==> config.mk <==
export PLATFORM = sky130hd
export DESIGN_NAME = clipped_rect_fill_engine_unit
export DESIGN_NICKNAME = d
export VERILOG_FILES = /design/src/rtl/cref_pkg.sv /design/src/rtl/cref_core.sv /design/src/rtl/clipped_rect_fill_engine_unit.sv
export SDC_FILE = /design/constraint.sdc
export NUM_CORES = 2
export LEC_CHECK = 0
export CAP_MARGIN = 5
export CORE_UTILIZATION = 56
export DETAILED_ROUTE_END_ITERATION = 8
export DONT_BUFFER_PORTS = 1
export PLACE_DENSITY_LB_ADDON = 0.15
export SKIP_LAST_GASP = 1
export SLEW_MARGIN = 15
export SYNTH_ARGS = -nofsm -noshare
export SYNTH_HDL_FRONTEND = slang
export SYNTH_HIERARCHICAL = 1
export SYNTH_SLANG_ARGS = --single-unit
==> constraint.sdc <==
create_clock -name i_clk -period 11.5 [get_ports i_clk]
set_clock_uncertainty 0.2 [all_clocks]
set_input_delay 0 -clock i_clk [delete_from_list [all_inputs] [get_ports i_clk]]
set_output_delay 0 -clock i_clk [all_outputs]
set_load 0.05 [all_outputs]
==> src/rtl/cref_pkg.sv <==
// Shared types, constants and helpers for the clipped rectangle fill engine.
`timescale 1ns / 1ps

package cref_pkg;

    localparam int ADDR_W     = 48;
    localparam int DIM_W      = 14;
    localparam int COORD_W    = 16;
    localparam int COLOR_W    = 32;
    localparam int CFG_IDX_W  = 8;
    localparam int CFG_DATA_W = 48;
    localparam int IN_DATA_W  = 4 * COORD_W + COLOR_W;   // 96, already whole bytes
    localparam int OUT_DATA_W = ADDR_W + COLOR_W;         // 80, already whole bytes

    localparam logic [DIM_W-1:0] MAX_DIM = 14'd8192;

    localparam logic [CFG_IDX_W-1:0] CFG_FB_BASE       = 8'd0;
    localparam logic [CFG_IDX_W-1:0] CFG_SCREEN_WIDTH  = 8'd1;
    localparam logic [CFG_IDX_W-1:0] CFG_SCREEN_HEIGHT = 8'd2;
    localparam logic [CFG_IDX_W-1:0] CFG_STRIDE_PIXELS = 8'd3;

    typedef enum logic [1:0] {
        OP_FILL  = 2'd0,
        OP_CLEAR = 2'd1,
        OP_TICK  = 2'd2
    } t_op;

    typedef struct packed {
        t_op                op;
        logic [COORD_W-1:0] rect_x;
        logic [COORD_W-1:0] rect_y;
        logic [COORD_W-1:0] rect_width;
        logic [COORD_W-1:0] rect_height;
        logic [COLOR_W-1:0] fill_color;
    } t_cmd;

    typedef struct packed {
        logic [ADDR_W-1:0]  write_addr;
        logic [COLOR_W-1:0] write_color;
        logic               last_write;
    } t_wr;

    function automatic logic [DIM_W-1:0] dim_sat(input logic [DIM_W-1:0] v);
        return (v > MAX_DIM) ? MAX_DIM : v;
    endfunction

endpackage

==> src/rtl/cref_core.sv <==
// Command decode, clipping, job state and pixel address stepping.
`timescale 1ns / 1ps

module cref_core (
    input  logic                          i_clk,
    input  logic                          i_rst_n,
    input  logic                          i_cfg_we,
    input  logic [cref_pkg::CFG_IDX_W-1:0]  i_cfg_idx,
    input  logic [cref_pkg::CFG_DATA_W-1:0] i_cfg_data,
    input  logic                          i_exec,
    input  cref_pkg::t_cmd                i_cmd,
    output logic                          o_wr_valid,
    output cref_pkg::t_wr                 o_wr
);
    import cref_pkg::*;

    // configuration
    logic [ADDR_W-1:0] r_fb_base;
    logic [DIM_W-1:0]  r_screen_width;
    logic [DIM_W-1:0]  r_screen_height;
    logic [DIM_W-1:0]  r_stride_pixels;

    // job state
    logic              r_busy,      n_busy;
    logic [ADDR_W-1:0] r_row_start, n_row_start;
    logic [DIM_W-1:0]  r_col_count, n_col_count;
    logic [DIM_W-1:0]  r_span_len,  n_span_len;
    logic [DIM_W-1:0]  r_rows_left, n_rows_left;
    logic [COLOR_W-1:0] r_held_color, n_held_color;

    // fill setup
    logic [COORD_W:0]   x_end, y_end;
    logic               off_screen;
    logic [DIM_W-1:0]   fill_cols, fill_rows;
    logic [2*DIM_W-1:0] line_off;
    logic [ADDR_W-1:0]  fill_addr;

    // tick
    logic               row_end, last;
    logic [ADDR_W-1:0]  pix_addr;

    always_comb begin
        x_end      = {1'b0, i_cmd.rect_x} + {1'b0, i_cmd.rect_width};
        y_end      = {1'b0, i_cmd.rect_y} + {1'b0, i_cmd.rect_height};
        off_screen = (i_cmd.rect_x >= {2'b0, r_screen_width}) ||
                     (i_cmd.rect_y >= {2'b0, r_screen_height});
        fill_cols  = (x_end > {3'b0, r_screen_width}) ?
                     r_screen_width - i_cmd.rect_x[DIM_W-1:0] : i_cmd.rect_width[DIM_W-1:0];
        fill_rows  = (y_end > {3'b0, r_screen_height}) ?
                     r_screen_height - i_cmd.rect_y[DIM_W-1:0] : i_cmd.rect_height[DIM_W-1:0];
        // y < screen_height <= 8192, so 13 bits of y carry the row
        line_off   = {1'b0, i_cmd.rect_y[DIM_W-2:0]} * r_stride_pixels
                     + {{DIM_W{1'b0}}, i_cmd.rect_x[DIM_W-1:0]};
        fill_addr  = r_fb_base + {{(ADDR_W-2*DIM_W-2){1'b0}}, line_off, 2'b00};

        row_end  = ({1'b0, r_col_count} + 15'd1) >= {1'b0, r_span_len};
        last     = row_end && (r_rows_left <= 14'd1);
        pix_addr = r_row_start + {{(ADDR_W-DIM_W-2){1'b0}}, r_col_count, 2'b00};
    end

    always_comb begin
        n_busy       = r_busy;
        n_row_start  = r_row_start;
        n_col_count  = r_col_count;
        n_span_len   = r_span_len;
        n_rows_left  = r_rows_left;
        n_held_color = r_held_color;
        o_wr_valid   = 1'b0;
        o_wr.write_addr  = pix_addr;
        o_wr.write_color = r_held_color;
        o_wr.last_write  = last;
        if (i_exec) begin
            case (i_cmd.op)
                OP_FILL: begin
                    if (!r_busy && (r_fb_base != '0) && !off_screen &&
                        (fill_cols != '0) && (fill_rows != '0)) begin
                        n_busy       = 1'b1;
                        n_row_start  = fill_addr;
                        n_col_count  = '0;
                        n_span_len   = fill_cols;
                        n_rows_left  = fill_rows;
                        n_held_color = i_cmd.fill_color;
                    end
                end
                OP_CLEAR: begin
                    if (!r_busy && (r_fb_base != '0) &&
                        (r_stride_pixels != '0) && (r_screen_height != '0)) begin
                        n_busy       = 1'b1;
                        n_row_start  = r_fb_base;
                        n_col_count  = '0;
                        n_span_len   = r_stride_pixels;
                        n_rows_left  = r_screen_height;
                        n_held_color = i_cmd.fill_color;
                    end
                end
                OP_TICK: begin
                    if (r_busy) begin
                        o_wr_valid = 1'b1;
                        if (row_end) begin
                            n_col_count = '0;
                            n_rows_left = (r_rows_left != '0) ? r_rows_left - 14'd1 : '0;
                            // live stride sets the row step
                            n_row_start = r_row_start +
                                {{(ADDR_W-DIM_W-2){1'b0}}, r_stride_pixels, 2'b00};
                            if (r_rows_left <= 14'd1) begin
                                n_busy = 1'b0;
                            end
                        end else begin
                            n_col_count = r_col_count + 14'd1;
                        end
                    end
                end
                default: begin
                end
            endcase
        end
    end

    always_ff @(posedge i_clk) begin
        if (!i_rst_n) begin
            r_fb_base       <= '0;
            r_screen_width  <= '0;
            r_screen_height <= '0;
            r_stride_pixels <= '0;
            r_busy          <= 1'b0;
            r_row_start     <= '0;
            r_col_count     <= '0;
            r_span_len      <= '0;
            r_rows_left     <= '0;
            r_held_color    <= '0;
        end else begin
            r_busy       <= n_busy;
            r_row_start  <= n_row_start;
            r_col_count  <= n_col_count;
            r_span_len   <= n_span_len;
            r_rows_left  <= n_rows_left;
            r_held_color <= n_held_color;
            if (i_cfg_we) begin
                case (i_cfg_idx)
                    CFG_FB_BASE:       r_fb_base       <= i_cfg_data[ADDR_W-1:0];
                    CFG_SCREEN_WIDTH:  r_screen_width  <= dim_sat(i_cfg_data[DIM_W-1:0]);
                    CFG_SCREEN_HEIGHT: r_screen_height <= dim_sat(i_cfg_data[DIM_W-1:0]);
                    CFG_STRIDE_PIXELS: r_stride_pixels <= dim_sat(i_cfg_data[DIM_W-1:0]);
                    default: begin
                    end
                endcase
            end
        end
    end

endmodule

==> src/rtl/clipped_rect_fill_engine_unit.sv <==
// Top level of the clipped rectangle fill engine: stream ports, input stage, output skid.
`timescale 1ns / 1ps

// Usage:
//   Slave stream carries commands. tuser holds op: fill, clear or tick. tdata holds
//   the rectangle and color. Fill and clear start a job and return nothing; each tick
//   while a job runs returns one pixel write on the master stream (address, color,
//   tlast on the final pixel of the job). Ticks while idle and ignored commands return
//   nothing.
//   Configuration: write fb_base, screen_width, screen_height and stride_pixels through
//   the plain write port while the engine is idle.
//   Pipeline: a tick beat is registered on input, executes combinationally from the input
//   register and its pixel write is registered in the output register, from which the
//   master side accepts it. Throughput: one beat per cycle while the skid register is
//   empty, set by the execute stage (clip multiply plus 48-bit address add).
//   Stall: a full output register spills into a one-entry skid register; the input
//   stage stops taking beats only when the skid register is occupied.
//   Reset (synchronous, active low) clears configuration, job state and all valids.

module clipped_rect_fill_engine_unit (
    input  logic                               i_clk,
    input  logic                               i_rst_n,
    input  logic                               i_cfg_we,
    input  logic [cref_pkg::CFG_IDX_W-1:0]     i_cfg_idx,
    input  logic [cref_pkg::CFG_DATA_W-1:0]    i_cfg_data,
    input  logic                               s_axis_tvalid,
    output logic                               s_axis_tready,
    // rect_x, rect_y, rect_width, rect_height, fill_color
    input  logic [cref_pkg::IN_DATA_W-1:0]     s_axis_tdata,
    // op
    input  logic [1:0]                         s_axis_tuser,
    output logic                               m_axis_tvalid,
    input  logic                               m_axis_tready,
    // write_addr, write_color
    output logic [cref_pkg::OUT_DATA_W-1:0]    m_axis_tdata,
    output logic                               m_axis_tlast
);
    import cref_pkg::*;

    logic  r_in_valid;
    t_cmd  r_in_cmd;
    logic  r_out_valid;
    t_wr   r_out;
    logic  r_skid_valid;
    t_wr   r_skid;

    logic  exec;
    logic  wr_valid;
    t_wr   wr;

    // skid empty means the result of an executing beat always has a place
    assign exec          = r_in_valid && !r_skid_valid;
    assign s_axis_tready = !r_in_valid || exec;

    cref_core u_core (
        .i_clk      (i_clk),
        .i_rst_n    (i_rst_n),
        .i_cfg_we   (i_cfg_we),
        .i_cfg_idx  (i_cfg_idx),
        .i_cfg_data (i_cfg_data),
        .i_exec     (exec),
        .i_cmd      (r_in_cmd),
        .o_wr_valid (wr_valid),
        .o_wr       (wr)
    );

    always_ff @(posedge i_clk) begin
        if (!i_rst_n) begin
            r_in_valid   <= 1'b0;
            r_out_valid  <= 1'b0;
            r_skid_valid <= 1'b0;
        end else begin
            if (s_axis_tready) begin
                r_in_valid <= s_axis_tvalid;
            end
            if (r_out_valid && !m_axis_tready) begin
                if (exec && wr_valid) begin
                    r_skid_valid <= 1'b1;
                end
            end else if (r_skid_valid) begin
                r_out_valid  <= 1'b1;
                r_skid_valid <= 1'b0;
            end else begin
                r_out_valid <= exec && wr_valid;
            end
        end
    end

    always_ff @(posedge i_clk) begin
        if (s_axis_tready && s_axis_tvalid) begin
            r_in_cmd.op          <= t_op'(s_axis_tuser);
            r_in_cmd.rect_x      <= s_axis_tdata[15:0];
            r_in_cmd.rect_y      <= s_axis_tdata[31:16];
            r_in_cmd.rect_width  <= s_axis_tdata[47:32];
            r_in_cmd.rect_height <= s_axis_tdata[63:48];
            r_in_cmd.fill_color  <= s_axis_tdata[95:64];
        end
        if (r_out_valid && !m_axis_tready) begin
            if (exec && wr_valid) begin
                r_skid <= wr;
            end
        end else if (r_skid_valid) begin
            r_out <= r_skid;
        end else begin
            r_out <= wr;
        end
    end

    assign m_axis_tvalid = r_out_valid;
    assign m_axis_tdata  = {r_out.write_color, r_out.write_addr};
    assign m_axis_tlast  = r_out.last_write;

endmodule
==> metrics <==
Slew Limit Fails=0; area grow syn2layout=16.59%; share of post-route cells with drive strength above 1=under 10%; 1st-pass router iterations=6; drt drc=0; placer congestion estimate=approximately 0.95; clock power share=between 40 and 50%; chip height=approximately 250 um; Hold Crit Class=input port to flip-flop; Tmin final=around 9300 ps; root buf cell=clkbuf_16; Max Root-Sink Buffers=3; Least-Margin Pin Slew=1132 ps; RSZ-0062 raised after global routing=false; detailed placer's ending HPWL=72160 um; critical path class=flip-flop to flip-flop; number of flops mapped to enable cells by yosys=260; drt wl/cell=between 20 and 25 um; relative slew slack=between 20% and 30%; Crit path largest cell delay=610 ps; combinational share of power=11.5%; Worst EP required=roughly 12000 ps; Syn Inst Count=approximately 3600; worst-skew pair later-pin latency=roughly 640 ps; Final period util=80.72%; largest net degree at the start of global routing=approximately 180; Yosys cell types=between 80 and 90; CP most frequent cell=fa_1; internal power=0.003129 W; Arr. time, crit path=~9600 ps; I/O pin cnt=between 200 and 250; # Max-Cap Violations=0; die footprint=~62000 sq um; final hold vios=0; clock sink count=476; vias=28612; vias in the first global route=about 29000; Final setup viols=0; Die X-Extent=~250 um; Flop pwr share=about 45%; CTS tree=done; Port Buffers=0; drt initial violations=around 2800; Lkg Pwr=~17 nW; total power=between 0.004 and 0.005 W; DP Area=34570 sq um; syn_nets=4212; H-tree Lvls=2; total core area=60250 sq um; fmax=~110 MHz; commonest non-fill, non-tap cell in the layout=nand2_1; commonest cells after routing, fill and taps aside=nand2_1, dlygate4sd3_1, inv_1, ha_1, edfxtp_1; Initial Util=a little under three fifths; Total Routed Length=roughly 100000 um; Max VDD drop=between 0.15 and 0.2 mV; register area share after synthesis=a little over a third; global-route wire length before repair=roughly 160000 um; total power per unit cell area=106.4 nW/um^2; post-synthesis async set-or-reset flop share=0%; Tot GR Track Use=about a third; drt via density=approximately 6; CTS clk-pin slew, worst paths=around 60 ps; Max Fanout on Critical Path=17; Most used DFF post-synth=edfxtp_1; post-route ant nets=0; Yosys reg bits=~480; Final TNS setup=0 ps; Worst setup EP type=flip-flop; status=finished clean; switching pwr=roughly 0.0011 W; GRT overflow=0; antenna violations before repair=12; nets@finish=between 4000 and 5000; syn avg cell area=approximately 9.5 sq um; Util after Layout=about two thirds; Synthesis Warnings=6; synthesized area=about 34000 sq um; cell area after layout=about 40000 sq um; slowest CP cell=edfxtp_1; element type at the critical path start=flip-flop; switch share=a little over a quarter; Num CTS Buffers=between 50 and 60; row count=90
==> cells by family (layout without fill, tap and decap cells) <==
family	count (synthesis)	after routing	synth area share, %
and+or+nand+nor	1154	1154	16.09
adders and majority gates	440	440	19.42
muxes	134	134	4.258
other	0	10	0
AOI/OAI and AO/OA	758	758	14.54
xor gates and xnor gates	180	180	4.617
DFF	476	476	35.53
buffers and inverters	471	746	5.544
==> cell type report <==
type | count | area, sq um
repair buffers | 349 | 3456
multi-input cells | 2666 | 20160
fillers | 4716 | 20430
diodes | 10 | 25.02
inverters | 299 | 1124
clock buffers | 66 | 1466
flip-flops and latches | 476 | 12140
clock inverters | 32 | 462.9
well taps | 782 | 978.4
==> critical path: cells and delay by family, from the launching register on <==
family,cells,cell delay [ps]
AO/OA/AOI/OAI,13,2950
XOR/XNOR,1,80
adder cells (fa/ha/maj),8,3810
buffers and inverters,4,200
flip-flops,1,610
AND/OR/NAND/NOR,6,1280
==> cell usage after synthesis (90+ instances only) <==
master	number	share of area, %
edfxtp_1	260	23
ha_1	290	11
nand2_1	435	4.8
mux2_2	90	3.0
fa_1	150	8.8
and2_1	113	2.1
nor2_1	182	2.0
clkbuf_1	127	1.4
dfxtp_1	216	13
inv_1	298	3.3
o21ai_0	152	2.2
xnor2_1	117	3.0
a21oi_1	214	3.1
nand3_1	134	2.0
==> per-layer routing <==
layer	vias to the layer above	track usage, %	share of wire, %
met4	8	12.12	3.8
met1	13920	41.35	41
met2	1220	56.50	49
met5	-	0	0.042
li1	13235	-	-
met3	229	4.692	6.8
==> registers in the layout (all words and copies together) (netlist names), 14 cells and up <==
register / count
u_core/r_held_color: 32
u_core/r_col_count: 14
r_skid: 81
u_core/r_screen_height: 14
u_core/r_stride_pixels: 14
r_in_cmd: 98
m_axis_tdata: 80
u_core/r_row_start: 48
u_core/r_screen_width: 14
u_core/r_fb_base: 48
u_core/r_span_len: 14
u_core/r_rows_left: 14
==> worst paths after layout <==
kind | depth (start not counted) | to | slack [ps] | start
max | 32 | u_core/r_row_start[37] | 2220 | r_in_cmd[67]
min | 4 | u_core/r_screen_width[13] | 50 | i_cfg_idx[1]
max reg2reg | 32 | u_core/r_row_start[37] | 2220 | r_in_cmd[67]
min reg2reg | 0 | r_skid[24] | 250 | u_core/r_held_color[23]
==> through the flow <==
stage / hold WS [ps] / std cells / worst slack [ps]
after global placement: -101.1 / 4245 / 2522
after detailed placement: -101.1 / 4245 / 2340
after floorplan: -101.1 / 3613 / 3066
after CTS: 14.41 / 4670 / 2277
final: 52.72 / 4680 / 2217
after global routing: 84.88 / 4676 / 1578
==> what timing repair did <==
item | CTS | global route
hold buffers | 327 | 0
buffers inserted | 0 | 0
gates resized for setup | 0 | 0
hold endpoints to repair | 364 | 0
==> power by group through the flow <==
stage               clock network, W  logic, W  registers, W
floorplan                          0  0.000304       0.00191
global placement                   0  0.000372       0.00193
detailed placement                 0  0.000383       0.00193
CTS                          0.00187  0.000467       0.00190
global route                 0.00195  0.000523       0.00190
finish                       0.00185  0.000486       0.00190
No activity file was read; power rests on OpenSTA's default activity.
